File: config.mk
export PLATFORM = sky130hd
export DESIGN_NAME = ifs_ctrl
export DESIGN_NICKNAME = d
export VERILOG_FILES = /design/src/rtl/ifs_pkg.sv /design/src/rtl/ifs_ctrl.sv
export SDC_FILE = /design/constraint.sdc
export NUM_CORES = 1
export LEC_CHECK = 0
export ABC_AREA = 0
export BUFFER_PORTS_ARGS = -buffer_cell sky130_fd_sc_hd__buf_2
export CORE_MARGIN = 10
export CORE_UTILIZATION = 44
export CTS_CLUSTER_DIAMETER = 60
export DETAILED_ROUTE_END_ITERATION = 16
export PLACE_DENSITY_LB_ADDON = 0.05
export SLEW_MARGIN = 20
export SYNTH_ARGS = -nofsm -noshare
export SYNTH_HDL_FRONTEND = slang
export SYNTH_SLANG_ARGS = --single-unit
File: constraint.sdc
create_clock -name clock -period 1.6 [get_ports clock]
set_input_delay 0 -clock clock [delete_from_list [all_inputs] [get_ports clock]]
set_output_delay 0 -clock clock [all_outputs]
set_load 0.02 [all_outputs]
File: src/rtl/ifs_pkg.sv
package ifs_pkg;

   // Default sizes
   localparam int DEF_MAX_MAPS   = 8;
   localparam int DEF_MAX_WIDTH  = 256;
   localparam int DEF_MAX_HEIGHT = 256;
   localparam int DEF_FRAC_BITS  = 16;

   // Fixed field widths and constants
   localparam int COEFS_PER_MAP = 6;
   localparam int COORD_W       = 40;
   localparam int SPLIT_W       = 20;
   localparam int ACC_W         = 82;
   localparam int WEIGHT_W      = 31;
   localparam int BIN_W         = 32;
   localparam int CSR_DATA_W    = 9;
   localparam int DIVERGE_LIMIT = 100000;

   // Sequencer counts
   localparam int CNT_W    = 5;
   localparam int TERM_W   = 4;
   localparam int N_TERMS  = 10;
   localparam int MAC_LAST = 11;
   localparam int DIV_LAST = WEIGHT_W - 1;

   typedef enum logic [2:0] {
      OP_LOAD_COEF   = 3'd0,
      OP_LOAD_WEIGHT = 3'd1,
      OP_SET_POINT   = 3'd2,
      OP_STEP        = 3'd3,
      OP_READ_BIN    = 3'd4
   } op_type;

   typedef enum logic [1:0] {
      CSR_MAP_COUNT    = 2'd0,
      CSR_IMAGE_WIDTH  = 2'd1,
      CSR_IMAGE_HEIGHT = 2'd2
   } csr_type;

   // Commands from the controller to the datapath
   typedef struct packed {
      logic              capture;
      logic              exec_load;
      logic              div_init;
      logic              div_step;
      logic              rem_fin;
      logic              search_step;
      logic              mac_issue;
      logic [TERM_W-1:0] term;
      logic              check;
      logic              hist_rd_step;
      logic              hist_wr_step;
      logic              hist_rd_bin;
      logic              bin_take;
      logic              clr_step;
      logic              rsp_load;
   } ifs_cmd_type;

   // Status from the datapath
   typedef struct packed {
      op_type op;
      logic   halt;
      logic   search_hit;
      logic   clr_last;
   } ifs_status_type;

endpackage

File: src/rtl/ifs_ctrl.sv
module ifs_ctrl (
   input  logic                    clock,
   input  logic                    reset,
   input  logic                    req_valid,
   output logic                    req_ready,
   output logic                    rsp_valid,
   input  logic                    rsp_ready,
   input  ifs_pkg::ifs_status_type status,
   output ifs_pkg::ifs_cmd_type    cmd
);
   import ifs_pkg::*;

   typedef enum logic [3:0] {
      S_CLEAR, S_IDLE, S_DECODE, S_DIV_INIT, S_DIV, S_RFIN, S_SEARCH,
      S_MAC, S_CHECK, S_HRD, S_HWR, S_BREAD, S_BWAIT, S_DONE
   } state_type;

   state_type        state_ff, state_in;
   logic [CNT_W-1:0] cnt_ff, cnt_in;
   logic             rsp_valid_ff, rsp_valid_in;

   // Next state and commands
   always_comb begin
      state_in     = state_ff;
      cnt_in       = cnt_ff;
      rsp_valid_in = rsp_valid_ff && !rsp_ready;
      cmd          = '0;
      case (state_ff)
         S_CLEAR: begin
            cmd.clr_step = 1'b1;
            if (status.clr_last)
               state_in = S_IDLE;
         end
         S_IDLE: begin
            if (req_valid) begin
               cmd.capture = 1'b1;
               state_in    = S_DECODE;
            end
         end
         S_DECODE: begin
            case (status.op)
               OP_LOAD_COEF, OP_LOAD_WEIGHT, OP_SET_POINT: begin
                  cmd.exec_load = 1'b1;
                  state_in      = S_DONE;
               end
               OP_STEP:     state_in = status.halt ? S_DONE : S_DIV_INIT;
               OP_READ_BIN: state_in = S_BREAD;
               default:     state_in = S_DONE;
            endcase
         end
         S_DIV_INIT: begin
            cmd.div_init = 1'b1;
            cnt_in       = '0;
            state_in     = S_DIV;
         end
         S_DIV: begin
            cmd.div_step = 1'b1;
            if (cnt_ff == CNT_W'(DIV_LAST)) begin
               cnt_in   = '0;
               state_in = S_RFIN;
            end else begin
               cnt_in = cnt_ff + 1'b1;
            end
         end
         S_RFIN: begin
            cmd.rem_fin = 1'b1;
            state_in    = S_SEARCH;
         end
         S_SEARCH: begin
            cmd.search_step = 1'b1;
            if (status.search_hit) begin
               cnt_in   = '0;
               state_in = S_MAC;
            end
         end
         S_MAC: begin
            cmd.mac_issue = (cnt_ff < CNT_W'(N_TERMS));
            cmd.term      = TERM_W'(cnt_ff);
            if (cnt_ff == CNT_W'(MAC_LAST))
               state_in = S_CHECK;
            else
               cnt_in = cnt_ff + 1'b1;
         end
         S_CHECK: begin
            cmd.check = 1'b1;
            state_in  = S_HRD;
         end
         S_HRD: begin
            cmd.hist_rd_step = 1'b1;
            state_in         = S_HWR;
         end
         S_HWR: begin
            cmd.hist_wr_step = 1'b1;
            state_in         = S_DONE;
         end
         S_BREAD: begin
            cmd.hist_rd_bin = 1'b1;
            state_in        = S_BWAIT;
         end
         S_BWAIT: begin
            cmd.bin_take = 1'b1;
            state_in     = S_DONE;
         end
         S_DONE: begin
            if (!rsp_valid_ff || rsp_ready) begin
               cmd.rsp_load = 1'b1;
               rsp_valid_in = 1'b1;
               state_in     = S_IDLE;
            end
         end
         default: state_in = S_IDLE;
      endcase
   end

   // State and registered outputs
   always_ff @(posedge clock) begin
      if (reset) begin
         state_ff     <= S_CLEAR;
         cnt_ff       <= '0;
         rsp_valid_ff <= 1'b0;
      end else begin
         state_ff     <= state_in;
         cnt_ff       <= cnt_in;
         rsp_valid_ff <= rsp_valid_in;
      end
   end

   assign req_ready = (state_ff == S_IDLE);
   assign rsp_valid = rsp_valid_ff;

   // An accepted word is decoded next
   a_decode: assert property (@(posedge clock) disable iff (reset)
      (req_valid && req_ready) |=> (state_ff == S_DECODE))
      else $error("accepted word not decoded");

   // The clear sweep runs once after reset
   a_clear_once: assert property (@(posedge clock) disable iff (reset)
      (state_ff != S_CLEAR) |=> (state_ff != S_CLEAR))
      else $error("clear sweep restarted");

   // A finished item shows up on the output
   a_result_out: assert property (@(posedge clock) disable iff (reset)
      (state_ff == S_DONE && (!rsp_valid_ff || rsp_ready)) |=> rsp_valid_ff)
      else $error("result word lost");

endmodule

==> results.yml, run 1 <==
clocking:
  cts_buffer_depth: 2
  ctsRootBufferMaster: "clkbuf_4"
  cts-htree-levels: 1
  cts_buffers: 3
  clk_latency_ns: 0.27
  cts_sinks: 10
  cts_tree: "yes"
  clk_pin_slew_ns: 0.08
pwr:
  leakagePower_nw: 0.6082
  p_switching_w: 0.0009961
  p_seq_share_pct: 18.6
  power_density_nw_per_um2: 1491
  ir_drop_uv: 883.0
  pwr-share-clk_pct: 10.9
  p_int_w: 0.001202
  sw_frac_of_total_pct: 45.32
  power_frac_comb_pct: 70.5
global_routing:
  antenna_found_initial: 0
  gr-usage-all-layers_pct: 14.44
  grt_pass1_wl_um: 4961
  grt_max_degree: 16
  grt_pass1_vias: 1082
  overflow: 0
worst_hold_path:
  hp-start: "rsp_ready"
  holdPathStages: 3
  holdCritPathClass: "in -> reg"
  timing.hold.worst_endpoint: "rsp_valid$_SDFF_PP0_"
layout:
  areaGrowthSynthToFinish_pct: 65.45
  fin_nets: 189
  drive_gt1_share_pct: 50.57
  antenna_cells: 0
  stdcell_area_um2: 1474
timing:
  maxSlewHeadroom_pct: 63.33
  fin_skew_ns: 0.004156
  fin_crit_ns: 1.730
  hold_viol: 0
  max_freq_ghz: 0.5779
  layout_setup_ws_ns: -0.1303
  rsz0062_at_grt: "yes"
  tightest_slew_ns: 0.5489
  setup_viol: 8
  drv_slew: 0
  fin_crit_sh_pct: 108.1
floorplanning:
  dieArea_um2: 4224
  core_um2: 1942
  io_pins: 30
  rows: 16
  start_util_pct: 45.88
  fp.dieH_um: 65.00
  dieWidth_um: 65.00
logic_synthesis:
  ys_types: 41
  netlist_area_um2: 890.9
  synth_enable_flop_cells: 0
  synth_warnings: 0
  yosysSeqAreaShare_pct: 22.47
  synth_common_cells: "nor2_1 (11), a21oi_1 (10), dfxtp_1 (10), nand2_1 (10), nor3_1 (10)"
  yosys.area.top_type_share_pct: 22.47
  synth.avg_cell_area_um2: 7.302
  synth-main-ff-cell: "dfxtp_1"
  synth.largest_area_cell: "dfxtp_1"
  synth_fp_nets: 134
  yosys-top-cells-area: "dfxtp_1 (22%), a21oi_1 (5.6%), nor3_1 (5.6%), nor2_1 (4.6%), nand2_1 (4.2%)"
  synthCells: 122
  async_flop_share_pct: 0
  ys_seq_elements: 10
  post-synth-top-count-cell: "nor2_1"
critical_path:
  cp.required_ns: 1.81
  cp_cell_sequence: "ha_4 > and4bb_4 > a2111o_1 > or4_1 > a21oi_1"
  critical_path.startpoint_type: "flip-flop"
  r2r_setup_slack_ns: -0.13
  worst-path-max-fanout: 5
  rr_endpoint: "cnt_ff[4]$_SDFFE_PP0P_"
  critPathKind: "reg -> reg"
  end_kind: "flip-flop"
  r2r_cells: 5
  cp_slowest_cell: "a2111o_1"
  crit_arrival_ns: 1.94
  critPathMaxStageDelay_ns: 0.42
  r2r_start: "cnt_ff[0]$_SDFFE_PP0P_"
detailed_routing:
  wl_per_cell_um: 15.21
  num_vias: 1107
  via_per_inst: 5.453
  antenna_left: 0
  drtPass1Iterations: 4
  drt-total-wl_um: 3088
  drt_iter0_drc: 22
  drc_errors: 0
placed_design:
  gp_congestion: 0.8539
  io_buffers: 29
  dp_hpwl_um: 2243
  preCtsSetupSlack_ns: -0.2221
  postPlaceCellArea_um2: 1242
flow_run:
  cap_violations: 0
run_status:
  violations: "negative setup slack"
  status: "finished with violations"
-- power groups by stage --
stage / Combinational (W) / Sequential (W) / Clock [W]
global route: 0.00168 / 0.000418 / 0.000256
CTS: 0.00140 / 0.000405 / 0.000238
floorplan: 0.000782 / 0.000369 / 0
finish: 0.00155 / 0.000409 / 0.000239
global placement: 0.00121 / 0.000395 / 0
detailed placement: 0.00123 / 0.000399 / 0
-- layer usage --
metal	routed length, um	up-vias	GRT usage [%]	share of wire (%)
li1	-	569	-	-
met1	1410	505	17.13	46
met2	1477	27	24.14	48
met3	144	6	4.296	4.7
met4	55	0	4.813	1.8
met5	0	-	0	0
-- registers in the layout, indices dropped and copies added (netlist names) --
register	flops
cnt_ff	5
state_ff	4
rsp_valid	1
-- worst max-delay path: cells and delay by family (launching register included) --
family / cells / cell delay [ns]
flops: 1 / 0.34
fa+ha+maj: 1 / 0.16
simple gates: 2 / 0.61
compound gates: 2 / 0.57
-- cell type report --
type	instances	area [um2]
sequential	10	206.4
timing repair buffer	59	395.4
clock buffer	4	36.28
multi-input combinational	97	779.5
inverter	6	22.52
fill	158	467.9
tap	27	33.78
-- worst max path at each step --
stage	to	cells past startpoint	slack (ns)	start
floorplan	cnt_ff[4]$_SDFFE_PP0P_	5	-0.08	cnt_ff[1]$_SDFFE_PP0P_
global placement	cnt_ff[1]$_SDFFE_PP0P_	7	-0.19	cnt_ff[0]$_SDFFE_PP0P_
detailed placement	cnt_ff[1]$_SDFFE_PP0P_	7	-0.22	cnt_ff[0]$_SDFFE_PP0P_
CTS	cnt_ff[4]$_SDFFE_PP0P_	5	-0.12	cnt_ff[0]$_SDFFE_PP0P_
global route	cnt_ff[4]$_SDFFE_PP0P_	5	-0.20	cnt_ff[0]$_SDFFE_PP0P_
finish	cnt_ff[4]$_SDFFE_PP0P_	5	-0.13	cnt_ff[0]$_SDFFE_PP0P_
-- cell families (layout without fill, tap and decap cells) --
group	count (synthesis)	count (layout)	share of synthesized area, %
and+or+nand+nor	61	61	39.19
AOI/OAI and AO/OA	32	32	25.56
buffers and inverters	15	69	7.724
DFF	10	10	22.47
adders and majority gates	2	2	2.809
muxes	2	2	2.247
-- placed cells by master (no fill, tap or decap), types with 2 or more instances in the layout --
cell type,netlist,final
ha_4,0,2
buf_6,1,2
nor3_1,10,9
dfxtp_2,0,5
or3_1,2,2
a2111oi_4,0,2
nor3b_1,3,2
o21ai_0,6,5
buf_4,0,29
nand2_1,10,10
nand4b_1,2,2
nand2b_1,5,5
a221oi_2,0,2
a21oi_2,0,2
a21oi_1,10,8
clkbuf_4,0,3
dfxtp_1,10,5
nor2_1,11,11
buf_2,4,26
inv_1,6,6
mux2i_1,2,2
and2_1,5,5
-- what timing repair did --
item | 4_1_cts | 5_1_grt
setup buffers | 2 | 0
resized for setup | 15 | 20
gates cloned | 0 | 0
hold buffers | 1 | 0
hold endpoints to repair | 5 | 0
setup endpoints to repair | 14 | 16
pin swaps | 3 | 4
-- through the flow --
step | hold WS (ns) | TNS (ns) | instances | power [W] | utilization, %
2_1_floorplan | 0.06907 | -0.08935 | 122 | 0.001151 | -
3_3_place_gp | 0.2500 | -0.4578 | 196 | 0.001602 | 63.98
3_5_place_dp | 0.2563 | -0.5979 | 196 | 0.001629 | 63.98
4_1_cts | 0.06366 | -0.4114 | 203 | 0.002040 | 70.68
5_1_grt | 0.09742 | -1.134 | 203 | 0.002357 | 75.90
6_report | 0.06243 | -0.4621 | 203 | 0.002198 | 75.90
No activity file was read; power rests on OpenSTA's default activity.
==> run 2, diff against run 1 <==
--- a/config.mk
+++ b/config.mk
@@ -7,8 +7,10 @@
 export LEC_CHECK = 0
 export ABC_AREA = 0
 export BUFFER_PORTS_ARGS = -buffer_cell sky130_fd_sc_hd__buf_2
-export CORE_MARGIN = 10
-export CORE_UTILIZATION = 44
+export CELL_PAD_IN_SITES_DETAIL_PLACEMENT = 1
+export CELL_PAD_IN_SITES_GLOBAL_PLACEMENT = 2
+export CORE_ASPECT_RATIO = 2
+export CORE_UTILIZATION = 24
 export CTS_CLUSTER_DIAMETER = 60
 export DETAILED_ROUTE_END_ITERATION = 16
 export PLACE_DENSITY_LB_ADDON = 0.05
==> run 2 against run 1 <==
  * The run still ends with negative setup slack left
  * Wire length rose by 21%
  * Flip-flop and latch count did not move
  * Worst hold slack got worse by 0.017 ns
  * Maximum frequency rose by 0.40%
  * Via count rose by 7.0%
  * Count of clock-buffer cells in the layout fell by 1
  * Sequential power rose by 2%
  * Cell count rose by 13%
  * Critical path type unchanged
  * Core utilization fell by 33 points
  * Combinational power rose by 8%
  * Largest cell class unchanged
  * Highest routed layer unchanged
  * Global-route usage rose by 4.8 points
  * Sequential share of layout area fell by 0.095 points
==> results.yml, run 2 (same netlist as run 1, synthesis figures left out) <==
run_status:
  status: "finished with violations"
  violations: "negative setup slack"
layout:
  fin_nets: 195
  layout_common_cells: "buf_4 (33), buf_2 (28), nor2_1 (11)"
  areaGrowthSynthToFinish_pct: 71.63
  final_common_cell: "buf_4"
  largest_reg_flops: 5
  stdcell_area_um2: 1529
  multi_input_area_um2: 755.7
  final_cell_count_no_fill: 230
  regArea_um2: 212.7
  antenna_cells: 0
  largest_register: "cnt_ff"
  n_fill_cell: 455
  drive_gt1_share_pct: 53.04
detailed_routing:
  drt-total-wl_um: 3726
  drc_errors: 0
  drt_iter0_drc: 8
  drtPass1Iterations: 3
  antenna_left: 0
  num_vias: 1184
  wl_per_cell_um: 16.20
  via_per_inst: 5.148
pwr:
  ir_drop_uv: 785.3
  p_switching_w: 0.001044
  leakagePower_nw: 0.6423
  power_density_nw_per_um2: 1538
  p_int_w: 0.001307
  sw_frac_of_total_pct: 44.41
  p_seq_share_pct: 17.8
  pwr-share-clk_pct: 11.0
  power_frac_comb_pct: 71.2
timing:
  rsz0062_at_grt: "yes"
  hold_viol: 0
  setup_viol: 8
  drv_slew: 0
  fin_skew_ns: 0.002877
  fin_crit_sh_pct: 107.7
  fin_crit_ns: 1.723
  max_freq_ghz: 0.5803
  tightest_slew_ns: 0.4530
  maxSlewHeadroom_pct: 69.74
  layout_setup_ws_ns: -0.1234
floorplanning:
  core_um2: 3568
  io_pins: 30
  fp.dieH_um: 88.16
  rows: 31
  start_util_pct: 24.96
  dieArea_um2: 3974
  dieWidth_um: 45.08
global_routing:
  grt_max_degree: 13
  gr-usage-all-layers_pct: 19.21
  grt_pass1_wl_um: 5478
  antenna_found_initial: 0
  overflow: 0
  grt_pass1_vias: 1196
critical_path:
  cp.required_ns: 1.76
  critPathKind: "reg -> reg"
  cp_slowest_cell: "a2111o_1"
  crit_arrival_ns: 1.89
  rr_endpoint: "cnt_ff[4]$_SDFFE_PP0P_"
  cp_cell_sequence: "ha_4 > and4bb_4 > a2111o_1 > or4_1 > a21oi_1"
  worst-path-max-fanout: 5
  r2r_cells: 5
  r2r_setup_slack_ns: -0.12
  r2r_start: "cnt_ff[0]$_SDFFE_PP0P_"
  critPathMaxStageDelay_ns: 0.42
  critical_path.startpoint_type: "flip-flop"
  end_kind: "flip-flop"
  crit_start: "cnt_ff[0]$_SDFFE_PP0P_"
  setup.worst_path.end: "cnt_ff[4]$_SDFFE_PP0P_"
placed_design:
  gp_congestion: 0.8476
  postPlaceCellArea_um2: 1308
  dp.cells: 223
  dp_hpwl_um: 3024
  io_buffers: 29
clocking:
  cts_sinks: 10
  cts-htree-levels: 1
  cts_buffers: 3
  clk_latency_ns: 0.23
  cts_buffer_depth: 2
  cts_tree: "yes"
  clk_pin_slew_ns: 0.05
  ctsRootBufferMaster: "clkbuf_8"
flow_run:
  cap_violations: 0
worst_hold_path:
  holdCritPathClass: "in -> reg"
==> run 2: cell types whose count changed in the layout (fill, tap and decap cells not counted), sizes merged <==
cell	previous run	this run
dlygate4sd3	1	0
clkbuf	4	3
buf	58	65
==> run 2: critical path: cells and delay by family, from the launching register on <==
kind,cells,cell delay [ns]
AOI/OAI and AO/OA,2,0.57
adders and majority gates,1,0.16
DFF,1,0.33
and+or+nand+nor,2,0.60
==> run 2: final cells by class <==
cell class / instances / area share [%]
Multi-Input combinational cell: 97 / 49.43
Timing Repair Buffer: 65 / 28.31
Sequential cell: 10 / 13.91
Tap cell: 49 / 4.010
Clock buffer: 3 / 2.700
Inverter: 6 / 1.637
==> run 2: through the flow <==
step	setup WS [ns]	hold WS, ns	util, %	setup TNS (ns)	power, W
2_1_floorplan	-0.08070	0.06907	-	-0.08935	0.001151
3_3_place_gp	-0.1831	0.2716	36.64	-0.9560	0.001722
3_5_place_dp	-0.2163	0.2721	36.64	-0.9798	0.001750
4_1_cts	-0.1322	0.04392	40.74	-0.5649	0.002224
5_1_grt	-0.1718	0.05012	42.85	-0.9560	0.002512
6_report	-0.1234	0.04559	42.85	-0.3979	0.002352
==> run 2: what timing repair did <==
item,4_1_cts,5_1_grt
pin swaps,8,9
endpoints found under the setup margin,15,17
buffers inserted,2,3
hold buffers,0,0
gates resized for setup,25,15
==> run 2: worst min path at each step <==
| stage | cells after the start | endpoint | slack [ns] | start |
|---|---|---|---|---|
| after floorplan | 1 | rsp_valid$_SDFF_PP0_ | 0.07 | reset |
| after global placement | 2 | rsp_valid$_SDFF_PP0_ | 0.27 | reset |
| after detailed placement | 2 | state_ff[2]$_SDFFE_PP0P_ | 0.27 | reset |
| after CTS | 2 | state_ff[1]$_SDFFE_PP0P_ | 0.04 | reset |
| after global routing | 2 | state_ff[2]$_SDFFE_PP0P_ | 0.05 | reset |
| final | 2 | state_ff[2]$_SDFFE_PP0P_ | 0.05 | reset |
==> run 2: power by group through the flow <==
| stage | registers [W] | clock network, W | logic (W) |
|---|---|---|---|
| floorplan | 0.000369 | 0 | 0.000782 |
| global placement | 0.000403 | 0 | 0.00132 |
| detailed placement | 0.000411 | 0 | 0.00134 |
| CTS | 0.000421 | 0.000271 | 0.00153 |
| global route | 0.000426 | 0.000279 | 0.00181 |
| finish | 0.000418 | 0.000259 | 0.00167 |
==> run 2: routing by layer <==
metal | share of wire, % | track usage [%] | vias up
met5 | 0 | 0 | -
met4 | 3.5 | 11.57 | 0
met1 | 31 | 15.86 | 571
met2 | 63 | 39.53 | 31
met3 | 2.2 | 1.443 | 10
li1 | - | - | 572
==> run 3, diff against run 2 <==
--- a/config.mk
+++ b/config.mk
@@ -5,14 +5,15 @@
 export SDC_FILE = /design/constraint.sdc
 export NUM_CORES = 1
 export LEC_CHECK = 0
-export ABC_AREA = 0
+export ABC_AREA = 1
 export BUFFER_PORTS_ARGS = -buffer_cell sky130_fd_sc_hd__buf_2
 export CELL_PAD_IN_SITES_DETAIL_PLACEMENT = 1
 export CELL_PAD_IN_SITES_GLOBAL_PLACEMENT = 2
 export CORE_ASPECT_RATIO = 2
-export CORE_UTILIZATION = 24
+export CORE_UTILIZATION = 21
 export CTS_CLUSTER_DIAMETER = 60
 export DETAILED_ROUTE_END_ITERATION = 16
+export HOLD_SLACK_MARGIN = 0.1
 export PLACE_DENSITY_LB_ADDON = 0.05
 export SLEW_MARGIN = 20
 export SYNTH_ARGS = -nofsm -noshare
==> run 3 against run 2 <==
  * The run now ends clean
  * First-iteration DRC count up 110%
  * Core utilization is 12 points lower
  * Global-route usage fell by 2.6 points
  * Via count is 3.6% lower
  * Die area rose by 13%
  * Flip-flop and latch count did not move
  * Clock skew rose by 0.0015 ns
  * Sequential power decreased by 7.9%
  * Largest power group unchanged
==> results.yml, run 3 <==
logic_synthesis:
  synth.largest_area_cell: "dfxtp_1"
  async_flop_share_pct: 0
  ys_types: 20
  synthAdderAreaFrac_pct: 2.833
  yosys.area.top_type_share_pct: 22.66
  netlist_area_um2: 883.3
  synthCells: 164
  synth_compound_area_share_pct: 9.773
  synth.area.mux_share_pct: 0
  yosysSeqAreaShare_pct: 22.66
  synth-main-ff-cell: "dfxtp_1"
  post-synth-top-count-cell: "nand2_1"
  synth_xor_area_share_pct: 0.9915
  synth.avg_cell_area_um2: 5.386
  ys_seq_elements: 10
  yosys-top-cells-area: "dfxtp_1 (23%), nand2_1 (19%), nor2_1 (15%), inv_1 (14%), nand3_1 (6.8%)"
  synth_common_cells: "nand2_1 (44), nor2_1 (35), inv_1 (32)"
  yosys.area_share.simple_pct: 49.72
  synth_warnings: 0
  synth_enable_flop_cells: 0
  synth_top_family_by_area: "simple AND/OR/NAND/NOR gates"
  synth_fp_nets: 176
pwr:
  ir_drop_uv: 651.9
  p_int_w: 0.0008316
  power_frac_comb_pct: 62.3
  sw_frac_of_total_pct: 51.68
  p_seq_share_pct: 22.3
  leakagePower_nw: 0.7047
  pwr-share-clk_pct: 15.4
  p_switching_w: 0.0008894
  power_density_nw_per_um2: 1373
timing:
  tightest_slew_ns: 0.2921
  hold_viol: 0
  maxSlewHeadroom_pct: 80.38
  rsz0062_at_grt: "no"
  fin_crit_ns: 1.464
  fin_skew_ns: 0.004355
  fin_hold_ws_ns: 0.2719
  drv_slew: 0
  max_freq_ghz: 0.6830
  fin_crit_sh_pct: 91.51
  setup_viol: 0
layout:
  drive_gt1_share_pct: 28.16
  layout_common_cells: "nand2_1 (43), inv_1 (32), nor2_1 (32)"
  areaGrowthSynthToFinish_pct: 41.93
  fin_nets: 220
  final_cell_count_no_fill: 258
  n_fill_cell: 584
  fin_util_pct: 30.98
  final_common_cell: "nand2_1"
  antenna_cells: 0
  stdcell_area_um2: 1254
  largest_reg_flops: 5
  largest_register: "cnt_ff"
clocking:
  cts_tree: "yes"
  cts-htree-levels: 1
  cts_buffer_depth: 2
  clk_latency_ns: 0.24
  ctsRootBufferMaster: "clkbuf_8"
  clk_pin_slew_ns: 0.05
  cts_sinks: 10
  cts_buffers: 3
detailed_routing:
  antenna_left: 0
  via_per_inst: 4.422
  drt_iter0_drc: 17
  wl_per_cell_um: 13.09
  num_vias: 1141
  drt-total-wl_um: 3376
  drc_errors: 0
  drtPass1Iterations: 4
critical_path:
  crit_start: "cnt_ff[0]$_SDFFE_PP0P_"
  setup.worst_path.end: "state_ff[1]$_SDFFE_PP0P_"
  end_kind: "flip-flop"
  critPathKind: "reg -> reg"
  r2r_setup_slack_ns: 0.14
  worst-path-max-fanout: 6
  rr_endpoint: "state_ff[1]$_SDFFE_PP0P_"
  cp.required_ns: 1.71
  critical_path.startpoint_type: "flip-flop"
  crit_arrival_ns: 1.58
  r2r_start: "cnt_ff[0]$_SDFFE_PP0P_"
  r2r_cells: 9
floorplanning:
  core_um2: 4046
  fp.dieH_um: 93.72
  rows: 33
  start_util_pct: 21.83
  dieWidth_um: 47.86
  io_pins: 30
  dieArea_um2: 4485
placed_design:
  gp_congestion: 0.7405
  dp_hpwl_um: 2947
  io_buffers: 29
  postPlaceCellArea_um2: 1142
  dp.cells: 251
run_status:
  status: "finished, final reports clean"
global_routing:
  grt_max_degree: 10
  antenna_found_initial: 0
  gr-usage-all-layers_pct: 16.63
  grt_pass1_wl_um: 5099
  grt_pass1_vias: 1140
  overflow: 0
flow_run:
  cap_violations: 0
worst_hold_path:
  holdCritPathClass: "in -> reg"
## run 3: changes by cell type after synthesis, moves of 4 or more
cell      previous run  this run
nand2_1             10        44
inv_1                6        32
nor2_1              11        35
nand3_1              1        12
nor3_1              10         3
and2_1               5         0
nand2b_1             5         0
o21ai_0              6         1
buf_2                4         0
nor2_2               0         4
## run 3: worst min path at each step
stage / from / end / slack (ns) / cells past startpoint
2_1_floorplan: status[5] / cmd[16] / 0.09 / 1
3_3_place_gp: rsp_ready / rsp_valid$_SDFF_PP0_ / 0.28 / 4
3_5_place_dp: status[5] / cmd[16] / 0.30 / 3
4_1_cts: status[5] / state_ff[2]$_SDFFE_PP0P_ / 0.29 / 6
5_1_grt: status[5] / cmd[16] / 0.31 / 3
6_report: status[5] / state_ff[2]$_SDFFE_PP0P_ / 0.27 / 6
## run 3: through the flow
stage          setup TNS (ns)  setup slack, ns  total power (W)
3_3_place_gp          -0.4368          -0.1226         0.001412
3_5_place_dp          -0.4120          -0.1297         0.001413
6_report                    0           0.1358         0.001721
2_1_floorplan               0          0.03049         0.001035
4_1_cts                     0          0.01304         0.001724
5_1_grt                     0         0.005923         0.001865
## run 3: repair_timing
action	in CTS	in global routing
hold buffers	2	0
pin swaps	0	1
gates resized for setup	4	8
setup endpoints to repair	5	12
hold endpoints to repair	5	0
buffers inserted	0	2
gates cloned	0	0
## run 3: cells by family after synthesis
family | count (synthesis)
AND/OR/NAND/NOR | 103
buffers and inverters | 33
AO/OA/AOI/OAI | 15
flip-flops | 10
adder cells (fa/ha/maj) | 2
XOR/XNOR | 1
## run 3: critical path, cell delays in order, from the launching register on
cell,delay (ns)
dfxtp_1,0.32
inv_1,0.12
ha_1,0.20
nand2_1,0.10
nor2_4,0.15
nor2_4,0.07
nor2_4,0.19
nand2_1,0.09
nand2_1,0.06
a21oi_1,0.05
## run 3: power groups by stage
stage | logic, W | clock network [W] | registers (W)
2_1_floorplan | 0.000675 | 0 | 0.000359
3_3_place_gp | 0.00105 | 0 | 0.000366
3_5_place_dp | 0.00104 | 0 | 0.000371
4_1_cts | 0.00108 | 0.000275 | 0.000369
5_1_grt | 0.00119 | 0.000280 | 0.000396
6_report | 0.00107 | 0.000264 | 0.000385
## run 3: layout make-up
class | count | area (um2) | share of cell area (%)
clock buffer | 3 | 41.29 | 3.293
tap | 52 | 65.06 | 5.190
inverter | 32 | 120.1 | 9.581
timing repair buffer | 40 | 232.7 | 18.56
multi-input combinational | 121 | 589.3 | 47.01
sequential | 10 | 205.2 | 16.37
## run 3: metal layers
layer	GRT usage [%]	wire [um]	share of wire, %	vias to the layer above
met5	0	0	0	-
li1	-	-	-	580
met1	12.13	1030	31	535
met2	34.46	2159	64	18
met4	9.491	125	3.7	0
met3	1.538	60	1.8	8
